--- src/rtl/wpda_pkg.sv ---
// shared types, constants and codes of the position delta accumulator
package wpda_pkg;

	localparam int SAMPLE_BITS   = 10;
	localparam int TOTAL_BITS    = 32;
	localparam int TRACKER_LIMIT = 255;
	localparam int TRACKER_BITS  = 8;
	localparam int OP_BITS       = 3;
	localparam int MODE_BITS     = 2;
	localparam int CFG_IDX_BITS  = 1;
	localparam int CFG_DATA_BITS = 1;
	localparam int QUEUE_DEPTH   = 4;

	typedef enum logic [OP_BITS-1:0] {
		OP_SAMPLE    = 3'd0,
		OP_TRACK     = 3'd1,
		OP_UNTRACK   = 3'd2,
		OP_CAL_BEGIN = 3'd3,
		OP_CAL_END   = 3'd4,
		OP_CLEAR     = 3'd5,
		OP_SET_CAL   = 3'd6,
		OP_NOP       = 3'd7
	} wpda_op_t;

	localparam logic [CFG_IDX_BITS-1:0] CFG_REVERSE_LEFT  = 1'd0;
	localparam logic [CFG_IDX_BITS-1:0] CFG_REVERSE_RIGHT = 1'd1;

	localparam logic [MODE_BITS-1:0] MODE_IDLE      = 2'd0;
	localparam logic [MODE_BITS-1:0] MODE_TRACKING  = 2'd1;
	localparam logic [MODE_BITS-1:0] MODE_CAL_START = 2'd2;
	localparam logic [MODE_BITS-1:0] MODE_CAL_RUN   = 2'd3;

	typedef struct packed {
		logic [OP_BITS-1:0]     opcode;
		logic [SAMPLE_BITS-1:0] sample_left;
		logic [SAMPLE_BITS-1:0] sample_right;
		logic                   clear_left;
		logic                   clear_right;
		logic [SAMPLE_BITS-1:0] new_left_min;
		logic [SAMPLE_BITS-1:0] new_left_max;
		logic [SAMPLE_BITS-1:0] new_right_min;
		logic [SAMPLE_BITS-1:0] new_right_max;
	} wpda_in_t;

	typedef struct packed {
		logic signed [TOTAL_BITS-1:0] acc_left;
		logic signed [TOTAL_BITS-1:0] acc_right;
		logic [MODE_BITS-1:0]         mode;
		logic [TRACKER_BITS-1:0]      trackers;
		logic [SAMPLE_BITS-1:0]       cal_lo_left;
		logic [SAMPLE_BITS-1:0]       cal_hi_left;
		logic [SAMPLE_BITS-1:0]       cal_lo_right;
		logic [SAMPLE_BITS-1:0]       cal_hi_right;
		logic [SAMPLE_BITS-1:0]       last_left;
		logic [SAMPLE_BITS-1:0]       last_right;
		logic                         ack;
	} wpda_out_t;

	typedef struct packed {
		logic sample;
		logic track;
		logic untrack;
		logic cal_begin;
		logic cal_end;
		logic clear;
		logic set_cal;
	} wpda_kind_t;

	typedef struct packed {
		wpda_kind_t             kind;
		logic [SAMPLE_BITS-1:0] sample_l;
		logic [SAMPLE_BITS-1:0] sample_r;
		logic                   clr_l;
		logic                   clr_r;
		logic [SAMPLE_BITS-1:0] lmin;
		logic [SAMPLE_BITS-1:0] lmax;
		logic [SAMPLE_BITS-1:0] rmin;
		logic [SAMPLE_BITS-1:0] rmax;
	} wpda_cmd_t;

	typedef struct packed {
		logic reverse_left;
		logic reverse_right;
	} wpda_cfg_t;

endpackage

--- src/rtl/wpda_front.sv ---
// front end: accepts items and decodes the opcode into command flags
module wpda_front (
	input  logic                push,
	output logic                full,
	input  wpda_pkg::wpda_in_t  item,
	output logic                q_wr,
	output wpda_pkg::wpda_cmd_t q_data,
	input  logic                q_full
);
	import wpda_pkg::*;

	wpda_op_t   op;
	wpda_kind_t kind;

	always_comb begin
		op   = wpda_op_t'(item.opcode);
		kind = '0;
		unique case (op)
			OP_SAMPLE:    kind.sample    = 1'b1;
			OP_TRACK:     kind.track     = 1'b1;
			OP_UNTRACK:   kind.untrack   = 1'b1;
			OP_CAL_BEGIN: kind.cal_begin = 1'b1;
			OP_CAL_END:   kind.cal_end   = 1'b1;
			OP_CLEAR:     kind.clear     = 1'b1;
			OP_SET_CAL:   kind.set_cal   = 1'b1;
			OP_NOP:       kind           = '0;
			default:      kind           = '0;
		endcase
	end

	// unused code still yields a result, so it is queued with no flags
	assign q_data = '{kind:     kind,
	                  sample_l: item.sample_left,
	                  sample_r: item.sample_right,
	                  clr_l:    item.clear_left,
	                  clr_r:    item.clear_right,
	                  lmin:     item.new_left_min,
	                  lmax:     item.new_left_max,
	                  rmin:     item.new_right_min,
	                  rmax:     item.new_right_max};
	assign q_wr   = push & ~q_full;
	assign full   = q_full;

endmodule

--- src/rtl/wpda_cmd_queue.sv ---
// short command queue between the front end and the execution back end
module wpda_cmd_queue (
	input  logic                clk,
	input  logic                arst_n,
	input  logic                wr_en,
	input  wpda_pkg::wpda_cmd_t wr_data,
	output logic                full,
	input  logic                rd_en,
	output wpda_pkg::wpda_cmd_t rd_data,
	output logic                empty
);
	import wpda_pkg::*;

	localparam int PTR_BITS = $clog2(QUEUE_DEPTH);
	localparam logic [PTR_BITS-1:0] LAST_PTR  = PTR_BITS'(QUEUE_DEPTH - 1);
	localparam logic [PTR_BITS:0]   DEPTH_CNT = (PTR_BITS + 1)'(QUEUE_DEPTH);

	wpda_cmd_t             mem_q [QUEUE_DEPTH];
	logic [PTR_BITS-1:0]   wr_ptr_q;
	logic [PTR_BITS-1:0]   rd_ptr_q;
	logic [PTR_BITS:0]     count_q;
	logic                  do_wr;
	logic                  do_rd;

	assign full    = (count_q == DEPTH_CNT);
	assign empty   = (count_q == '0);
	assign do_wr   = wr_en & ~full;
	assign do_rd   = rd_en & ~empty;
	assign rd_data = mem_q[rd_ptr_q];

	always_ff @(posedge clk) begin
		if (do_wr) begin
			mem_q[wr_ptr_q] <= wr_data;
		end
	end

	always_ff @(posedge clk or negedge arst_n) begin
		if (!arst_n) begin
			wr_ptr_q <= '0;
			rd_ptr_q <= '0;
			count_q  <= '0;
		end else begin
			if (do_wr) begin
				wr_ptr_q <= (wr_ptr_q == LAST_PTR) ? '0 : wr_ptr_q + 1'b1;
			end
			if (do_rd) begin
				rd_ptr_q <= (rd_ptr_q == LAST_PTR) ? '0 : rd_ptr_q + 1'b1;
			end
			if (do_wr && !do_rd) begin
				count_q <= count_q + 1'b1;
			end else if (do_rd && !do_wr) begin
				count_q <= count_q - 1'b1;
			end
		end
	end

endmodule

--- src/rtl/wpda_back.sv ---
// back end: executes commands on the tracker state and holds the result register
module wpda_back (
	input  logic                clk,
	input  logic                arst_n,
	input  wpda_pkg::wpda_cfg_t cfg,
	input  logic                cmd_valid,
	input  wpda_pkg::wpda_cmd_t cmd,
	output logic                cmd_take,
	output logic                empty,
	input  logic                pop,
	output wpda_pkg::wpda_out_t result
);
	import wpda_pkg::*;

	localparam int DW = SAMPLE_BITS + 3;
	localparam logic [TRACKER_BITS-1:0] LIMIT    = TRACKER_BITS'(TRACKER_LIMIT);
	localparam logic [SAMPLE_BITS-1:0]  ALL_ONES = '1;

	typedef enum logic [3:0] {
		ST_IDLE      = 4'b0001,
		ST_TRACKING  = 4'b0010,
		ST_CAL_START = 4'b0100,
		ST_CAL_RUN   = 4'b1000
	} mode_state_t;

	function automatic logic [SAMPLE_BITS-1:0] clamp(
		input logic [SAMPLE_BITS-1:0] v,
		input logic [SAMPLE_BITS-1:0] lo,
		input logic [SAMPLE_BITS-1:0] hi
	);
		logic [SAMPLE_BITS-1:0] r;
		r = v;
		if (r < lo) r = lo;
		if (r > hi) r = hi;
		return r;
	endfunction

	// shorter way round; a tie takes the wrapped delta
	function automatic logic signed [DW-1:0] unwrap(
		input logic [SAMPLE_BITS-1:0] cur,
		input logic [SAMPLE_BITS-1:0] last,
		input logic [SAMPLE_BITS-1:0] lo,
		input logic [SAMPLE_BITS-1:0] hi
	);
		logic signed [DW-1:0] rng;
		logic signed [DW-1:0] d;
		logic signed [DW-1:0] w;
		logic signed [DW-1:0] ad;
		logic signed [DW-1:0] aw;
		rng = $signed(DW'(hi) - DW'(lo) + DW'(1));
		d   = $signed(DW'(clamp(cur, lo, hi)) - DW'(clamp(last, lo, hi)));
		w   = (d > 0) ? d - rng : d + rng;
		ad  = (d < 0) ? -d : d;
		aw  = (w < 0) ? -w : w;
		return (ad < aw) ? d : w;
	endfunction

	function automatic logic signed [TOTAL_BITS-1:0] sat_add(
		input logic signed [TOTAL_BITS-1:0] t,
		input logic signed [DW-1:0]         d
	);
		logic [TOTAL_BITS:0] s;
		s = {t[TOTAL_BITS-1], t} + {{(TOTAL_BITS + 1 - DW){d[DW-1]}}, d};
		if (s[TOTAL_BITS] != s[TOTAL_BITS-1]) begin
			return s[TOTAL_BITS] ? {1'b1, {(TOTAL_BITS - 1){1'b0}}}
			                     : {1'b0, {(TOTAL_BITS - 1){1'b1}}};
		end
		return $signed(s[TOTAL_BITS-1:0]);
	endfunction

	function automatic logic [MODE_BITS-1:0] mode_code(input mode_state_t m);
		logic [MODE_BITS-1:0] c;
		unique case (m)
			ST_IDLE:      c = MODE_IDLE;
			ST_TRACKING:  c = MODE_TRACKING;
			ST_CAL_START: c = MODE_CAL_START;
			ST_CAL_RUN:   c = MODE_CAL_RUN;
			default:      c = MODE_IDLE;
		endcase
		return c;
	endfunction

	mode_state_t                  mode_q, mode_d;
	logic [TRACKER_BITS-1:0]      trackers_q, trackers_d;
	logic                         autocal_q, autocal_d;
	logic                         seed_q, seed_d;
	logic [SAMPLE_BITS-1:0]       prev_l_q, prev_l_d, prev_r_q, prev_r_d;
	logic signed [TOTAL_BITS-1:0] total_l_q, total_l_d, total_r_q, total_r_d;
	logic [SAMPLE_BITS-1:0]       lo_l_q, lo_l_d, hi_l_q, hi_l_d;
	logic [SAMPLE_BITS-1:0]       lo_r_q, lo_r_d, hi_r_q, hi_r_d;
	logic                         ack_d;
	logic                         out_valid_q;
	wpda_out_t                    result_q;
	logic [SAMPLE_BITS-1:0]       base_l, base_r;
	logic signed [DW-1:0]         dl, dr;

	assign cmd_take = cmd_valid & (~out_valid_q | pop);
	assign empty    = ~out_valid_q;
	assign result   = result_q;

	assign base_l = seed_q ? cmd.sample_l : prev_l_q;
	assign base_r = seed_q ? cmd.sample_r : prev_r_q;
	assign dl     = unwrap(cmd.sample_l, base_l, lo_l_q, hi_l_q);
	assign dr     = unwrap(cmd.sample_r, base_r, lo_r_q, hi_r_q);

	always_comb begin
		mode_d     = mode_q;
		trackers_d = trackers_q;
		autocal_d  = autocal_q;
		seed_d     = seed_q;
		prev_l_d   = prev_l_q;
		prev_r_d   = prev_r_q;
		total_l_d  = total_l_q;
		total_r_d  = total_r_q;
		lo_l_d     = lo_l_q;
		hi_l_d     = hi_l_q;
		lo_r_d     = lo_r_q;
		hi_r_d     = hi_r_q;
		ack_d      = 1'b0;
		if (cmd.kind.sample) begin
			unique case (mode_q)
				ST_IDLE: begin
					if (trackers_q != '0) begin
						mode_d = ST_TRACKING;
						seed_d = 1'b1;
					end
				end
				ST_TRACKING: begin
					if (trackers_q == '0) begin
						mode_d = ST_IDLE;
					end else begin
						seed_d    = 1'b0;
						total_l_d = sat_add(total_l_q, cfg.reverse_left ? -dl : dl);
						total_r_d = sat_add(total_r_q, cfg.reverse_right ? -dr : dr);
						prev_l_d  = cmd.sample_l;
						prev_r_d  = cmd.sample_r;
					end
				end
				ST_CAL_START: begin
					if (!autocal_q) begin
						mode_d = ST_IDLE;
					end else begin
						lo_l_d = ALL_ONES;
						hi_l_d = '0;
						lo_r_d = ALL_ONES;
						hi_r_d = '0;
						mode_d = ST_CAL_RUN;
					end
				end
				ST_CAL_RUN: begin
					if (!autocal_q) begin
						mode_d = ST_IDLE;
					end else begin
						if (cmd.sample_l < lo_l_q) lo_l_d = cmd.sample_l;
						if (cmd.sample_l > hi_l_q) hi_l_d = cmd.sample_l;
						if (cmd.sample_r < lo_r_q) lo_r_d = cmd.sample_r;
						if (cmd.sample_r > hi_r_q) hi_r_d = cmd.sample_r;
					end
				end
				default: mode_d = ST_IDLE;
			endcase
		end
		if (cmd.kind.track && trackers_q < LIMIT) begin
			if (trackers_q == '0 && mode_q == ST_IDLE) begin
				mode_d = ST_TRACKING;
				seed_d = 1'b1;
			end
			trackers_d = trackers_q + 1'b1;
		end
		if (cmd.kind.untrack && trackers_q != '0) begin
			trackers_d = trackers_q - 1'b1;
			if (trackers_q == TRACKER_BITS'(1)) mode_d = ST_IDLE;
		end
		if (cmd.kind.cal_begin) begin
			autocal_d = 1'b1;
			if (mode_q == ST_IDLE || mode_q == ST_TRACKING) mode_d = ST_CAL_START;
		end
		if (cmd.kind.cal_end && autocal_q) begin
			if (mode_q == ST_CAL_START || mode_q == ST_CAL_RUN) mode_d = ST_IDLE;
			autocal_d = 1'b0;
			ack_d     = 1'b1;
		end
		if (cmd.kind.clear) begin
			if (cmd.clr_l) total_l_d = '0;
			if (cmd.clr_r) total_r_d = '0;
		end
		if (cmd.kind.set_cal) begin
			lo_l_d = cmd.lmin;
			hi_l_d = cmd.lmax;
			lo_r_d = cmd.rmin;
			hi_r_d = cmd.rmax;
		end
	end

	always_ff @(posedge clk or negedge arst_n) begin
		if (!arst_n) begin
			mode_q      <= ST_IDLE;
			trackers_q  <= '0;
			autocal_q   <= 1'b0;
			seed_q      <= 1'b1;
			prev_l_q    <= '0;
			prev_r_q    <= '0;
			total_l_q   <= '0;
			total_r_q   <= '0;
			lo_l_q      <= ALL_ONES;
			hi_l_q      <= '0;
			lo_r_q      <= ALL_ONES;
			hi_r_q      <= '0;
			out_valid_q <= 1'b0;
		end else begin
			if (cmd_take) begin
				mode_q     <= mode_d;
				trackers_q <= trackers_d;
				autocal_q  <= autocal_d;
				seed_q     <= seed_d;
				prev_l_q   <= prev_l_d;
				prev_r_q   <= prev_r_d;
				total_l_q  <= total_l_d;
				total_r_q  <= total_r_d;
				lo_l_q     <= lo_l_d;
				hi_l_q     <= hi_l_d;
				lo_r_q     <= lo_r_d;
				hi_r_q     <= hi_r_d;
			end
			if (cmd_take) begin
				out_valid_q <= 1'b1;
			end else if (pop) begin
				out_valid_q <= 1'b0;
			end
		end
	end

	always_ff @(posedge clk) begin
		if (cmd_take) begin
			result_q <= '{acc_left:     total_l_d,
			              acc_right:    total_r_d,
			              mode:         mode_code(mode_d),
			              trackers:     trackers_d,
			              cal_lo_left:  lo_l_d,
			              cal_hi_left:  hi_l_d,
			              cal_lo_right: lo_r_d,
			              cal_hi_right: hi_r_d,
			              last_left:    prev_l_d,
			              last_right:   prev_r_d,
			              ack:          ack_d};
		end
	end

endmodule

--- src/rtl/wrapping_position_delta_accumulator.sv ---
// top level of the wrapping position delta accumulator
//
//  channel  | direction | handshake          | transaction moves
//  ---------+-----------+--------------------+------------------------------
//  item     | in        | push / full        | opcode, readings, clear, cal
//  result   | out       | pop / empty        | totals, mode, count, cal, ack
//  cfg      | in        | cfg_we             | reverse flag at cfg_idx
//
// one item a cycle sustained while results are popped; each item is written to
//   the queue, then executed into the output register that drives the ports
// the execute stage is combinational into the output register: clamp, shortest-way delta, saturating add
// a stalled result holds the output register; the queue keeps taking items
//   until it is full, then full rises
// reset clears the control and tracker state at once; no clearing pass
module wrapping_position_delta_accumulator (
	input  logic                                  clk,
	input  logic                                  arst_n,
	input  logic                                  push,
	output logic                                  full,
	input  wpda_pkg::wpda_in_t                    item,
	output logic                                  empty,
	input  logic                                  pop,
	output wpda_pkg::wpda_out_t                   result,
	input  logic                                  cfg_we,
	input  logic [wpda_pkg::CFG_IDX_BITS-1:0]     cfg_idx,
	input  logic [wpda_pkg::CFG_DATA_BITS-1:0]    cfg_wdata
);
	import wpda_pkg::*;

	// configuration flags; the user must write them only while idle, not enforced here
	wpda_cfg_t cfg_q;

	// front to queue
	logic      q_wr;
	logic      q_full;
	wpda_cmd_t q_wdata;

	// queue to back end
	logic      q_empty;
	logic      q_rd;
	wpda_cmd_t q_rdata;

	always_ff @(posedge clk or negedge arst_n) begin
		if (!arst_n) begin
			cfg_q <= '0;
		end else if (cfg_we) begin
			unique case (cfg_idx)
				CFG_REVERSE_LEFT:  cfg_q.reverse_left  <= cfg_wdata[0];
				CFG_REVERSE_RIGHT: cfg_q.reverse_right <= cfg_wdata[0];
				default: ;
			endcase
		end
	end

	// decode and accept
	wpda_front u_front (
		.push   (push),
		.full   (full),
		.item   (item),
		.q_wr   (q_wr),
		.q_data (q_wdata),
		.q_full (q_full)
	);

	// decoupling queue, lets the back end stall without blocking the input until it fills
	wpda_cmd_queue u_queue (
		.clk     (clk),
		.arst_n  (arst_n),
		.wr_en   (q_wr),
		.wr_data (q_wdata),
		.full    (q_full),
		.rd_en   (q_rd),
		.rd_data (q_rdata),
		.empty   (q_empty)
	);

	// execute and present the result
	wpda_back u_back (
		.clk       (clk),
		.arst_n    (arst_n),
		.cfg       (cfg_q),
		.cmd_valid (~q_empty),
		.cmd       (q_rdata),
		.cmd_take  (q_rd),
		.empty     (empty),
		.pop       (pop),
		.result    (result)
	);

endmodule

--- config.mk ---
export PLATFORM = sky130hd
export DESIGN_NAME = wrapping_position_delta_accumulator
export DESIGN_NICKNAME = d
export VERILOG_FILES = /design/src/rtl/wpda_pkg.sv /design/src/rtl/wpda_front.sv /design/src/rtl/wpda_cmd_queue.sv /design/src/rtl/wpda_back.sv /design/src/rtl/wrapping_position_delta_accumulator.sv
export SDC_FILE = /design/constraint.sdc
export NUM_CORES = 1
export LEC_CHECK = 0
export ABC_AREA = 1
export BUFFER_PORTS_ARGS = -buffer_cell sky130_fd_sc_hd__buf_2
export CAP_MARGIN = 20
export CORE_MARGIN = 10
export CORE_UTILIZATION = 50
export CTS_BUF_LIST = sky130_fd_sc_hd__clkbuf_4 sky130_fd_sc_hd__clkbuf_8
export DETAILED_ROUTE_END_ITERATION = 7
export PLACE_DENSITY = 0.63
export SETUP_SLACK_MARGIN = 0.5
export SYNTH_ARGS = -nofsm -noshare
export SYNTH_HDL_FRONTEND = slang
export SYNTH_SLANG_ARGS = --single-unit
--- constraint.sdc ---
create_clock -name clk -period 31 [get_ports clk]
set_input_delay 3.1 -clock clk [delete_from_list [all_inputs] [get_ports clk]]
set_output_delay 3.1 -clock clk [all_outputs]
set_load 0.1 [all_outputs]
==> flow_summary_export.csv <==
group,metric,value,unit
clock_network,postCtsSetupBuffers,0,
critical_path,crit_arrival,17.99,ns
run,maxCapViolCount,0,
clock_network,cts_root_buf,"clkbuf_8",
layout,finalNonFillerCells,5453,
synthesis,synth_flop_cell,"edfxtp_1",
critical_path,critical-path-max-stage-delay,0.68,ns
critical_path,crit_buf_inv,14,
layout,nets,4768,
floorplan,die_x,288,um
synthesis,synth.yosys.seq_area_share,44.7,%
drt,postRouteAntennaNets,0,
global_route,grt_pass1_vias,28290,
min_path,worstHoldPathCells,2,
layout,final_common_cell,"nand2_1",
clock_network,clk_pin_slew,0.06,ns
drt,drt_pass1_iterations,6,
placed_design,dp_hpwl,71.6,mm
synthesis,synth-xor-area-share,4.45,%
timing,slew-limit-headroom,33.5,%
timing,skew,0.0459,ns
synthesis,syn-cell-area,0.0360,mm2
layout,drive_above_1_share,11.7,%
floorplan,ioPinCount,209,
timing,slew_viol_final,0,
global_route,overflow,0,
global_route,grt_max_degree,95,
critical_path,startpoint_type,"flop",
synthesis,yosysWarnings,0,
timing,period_share,56.6,%
status,status,"complete, no violations",
floorplan,initial_core_util,50.4,%
critical_path,slowest_stage,"dfrtp_2",
drt,routed_wl,99.1,mm
global_route,grt_pass1_wl,157,mm
drt,wl_per_cell,18.2,um
layout,final_util,55.9,%
clock_network,cts_tree,"done",
drt,via_per_inst,5.50,
clock_network,cts_resized,0,
layout,final_cell_mix,"nand2_1, o21ai_0, inv_1",
drt,vias,29996,
synthesis,synth_fa_ha_area_share,9.68,%
timing,fmax,57.0,MHz
clock_network,cts_buffer_depth,3,
clock_network,cts_inserted_buffers,93,
placed_design,dp_cells,5277,
clock_network,htree_levels,3,
critical_path,end_kind,"flop",
synthesis,synthSimpleGateAreaFrac,18.2,%
timing,hold_viol_final,0,
floorplan,dieArea,0.0831,mm2
timing,rsz0062_at_grt,"false",
drt,drcViolationCount,0,
global_route,track_usage,23.5,%
synthesis,ys_types,65,
critical_path,cp_num_cells,88,
synthesis,async_reset_ff_share,26.5,%
floorplan,die_height,288,um
critical_path,path_delay_family,"simple AND/OR/NAND/NOR gates",
critical_path,path_class,"reg2reg",
floorplan,core,0.0714,mm2
critical_path,crit_path_frequent_cell,"nand2_1",
floorplan,row_count,98,
layout,fin_area,0.0399,mm2
layout,areaGrowthSynthToFinish,10.9,%
drt,first_iter_violations,2585,
timing,setup_viol,0,
synthesis,synth_edf_count,411,
synthesis,synth-compound-area-share,16.5,%
clock_network,clkLatencyLatePin,0.75,ns
min_path,worst_hold_path_type,"reg2reg",
timing,worst_pin_slew,0.997,ns
synthesis,synth_top_family_by_area,"simple AND/OR/NAND/NOR gates",
clock_network,cts_sinks,559,
synthesis,synth_area_per_cell,8.47,um2
critical_path,critPathRequiredTime,31.43,ns
clock_network,hold_buffers,0,
placed_design,io_buffers,208,
synthesis,ys_ff_latch,559,
synthesis,muxShareOfSynthArea,0.0278,%
global_route,antenna_found_initial,8,
critical_path,worst-path-max-fanout,44,
synthesis,synth_cells,4246,
placed_design,place.gp.congestion,0.930,
placed_design,postPlaceCellArea,0.0379,mm2
timing,fin_setup_tns,0,ns
timing,min_period,17.56,ns
critical_path,ff2ff_path_depth,88,
layout make-up:
class                   count  area (um2)
flip-flops and latches    559       16100
fillers                  6714       31500
inverters                 450        1690
clock inverters            34         318
repair buffers            238        1280
clock buffers             138        1660
multi-input cells        3081       17700
well taps                 950        1190
diodes                      3        7.51
layer usage:
layer	GRT usage, %	vias up	part of all wire, %
li1	-	14975	-
met1	32.8	13943	46
met2	36.1	889	43
met3	5.01	179	7.3
met4	7.29	10	2.8
met5	0	-	0.069
state kept, by name (all words and copies together), names as in the netlist:
signal              count
cfg_q                   2
u_back.autocal_q        1
u_back.hi_l_q          10
u_back.hi_r_q          10
u_back.lo_l_q          10
u_back.lo_r_q          10
u_back.mode_q           4
u_back.out_valid_q      1
u_back.prev_l_q        10
u_back.prev_r_q        10
u_back.result         135
u_back.seed_q           1
u_back.total_l_q       32
u_back.total_r_q       32
u_back.trackers_q       8
u_queue.count_q         3
u_queue.mem_q         276
u_queue.rd_ptr_q        2
u_queue.wr_ptr_q        2
synth_stat cells, drive strengths merged, types with 10 or more instances:
master	number	share of area (%)
nand2	916	9.7
o21ai	537	7.5
inv	445	4.6
edfxtp	411	34
nor2	346	3.8
a21oi	305	4.2
ha	264	9.2
nand3	196	2.9
clkbuf	129	1.4
dfrtp	126	8.8
xor2	117	3.0
xnor2	58	1.4
a22oi	49	1.0
nor3	39	0.56
buf	30	0.38
nand4	29	0.50
a31oi	26	0.45
dfstp	22	1.6
o22ai	20	0.35
a32oi	19	0.46
a221oi	18	0.44
o21a	15	0.31
and2	14	0.24
o21bai	12	0.27
a21o	10	0.21
o211ai	10	0.21
o22a	10	0.24
worst register-to-register path: cells and delay by family (launching register included):
family                   cells  cell delay (ns)
XOR/XNOR                     4             0.85
AO/OA/AOI/OAI               22             4.65
AND/OR/NAND/NOR             41             5.37
flip-flops                   1             0.68
buffers and inverters       14             3.34
adder cells (fa/ha/maj)      7             2.41
cell families (layout without fill, tap and decap cells):
group,Yosys count,after routing
other,1,7
AOI/OAI and AO/OA,1065,1065
buffers and inverters,609,860
xor gates and xnor gates,175,175
adders and majority gates,273,273
muxes,1,1
DFF,559,559
and+or+nand+nor,1563,1563
final timing paths:
check                                         start              endpoint  slack [ns]
worst max-delay path            u_queue.rd_ptr_q[1]    u_back.result[126]       13.44
min in group asynchronous                    arst_n  u_back.total_l_q[14]        2.24
worst max register to register  u_queue.rd_ptr_q[1]    u_back.result[126]       13.44
max in group asynchronous                    arst_n   u_queue.rd_ptr_q[0]       26.66
worst min-delay path             u_back.prev_l_q[3]    u_back.prev_l_q[3]        0.51
worst min register to register   u_back.prev_l_q[3]    u_back.prev_l_q[3]        0.51
stage by stage:
| step | hold WS [ns] | worst slack, ns |
|---|---|---|
| 6_report | 0.508 | 13.44 |
| 5_1_grt | 0.527 | 11.60 |
| 4_1_cts | 0.506 | 13.58 |
| 3_5_place_dp | 0.491 | 13.66 |
| 3_3_place_gp | 0.490 | 13.67 |
| 2_1_floorplan | 0.469 | 17.86 |
Power is not shown: default switching activity piles up to over one toggle a cycle in this logic, so the estimate is an artifact.
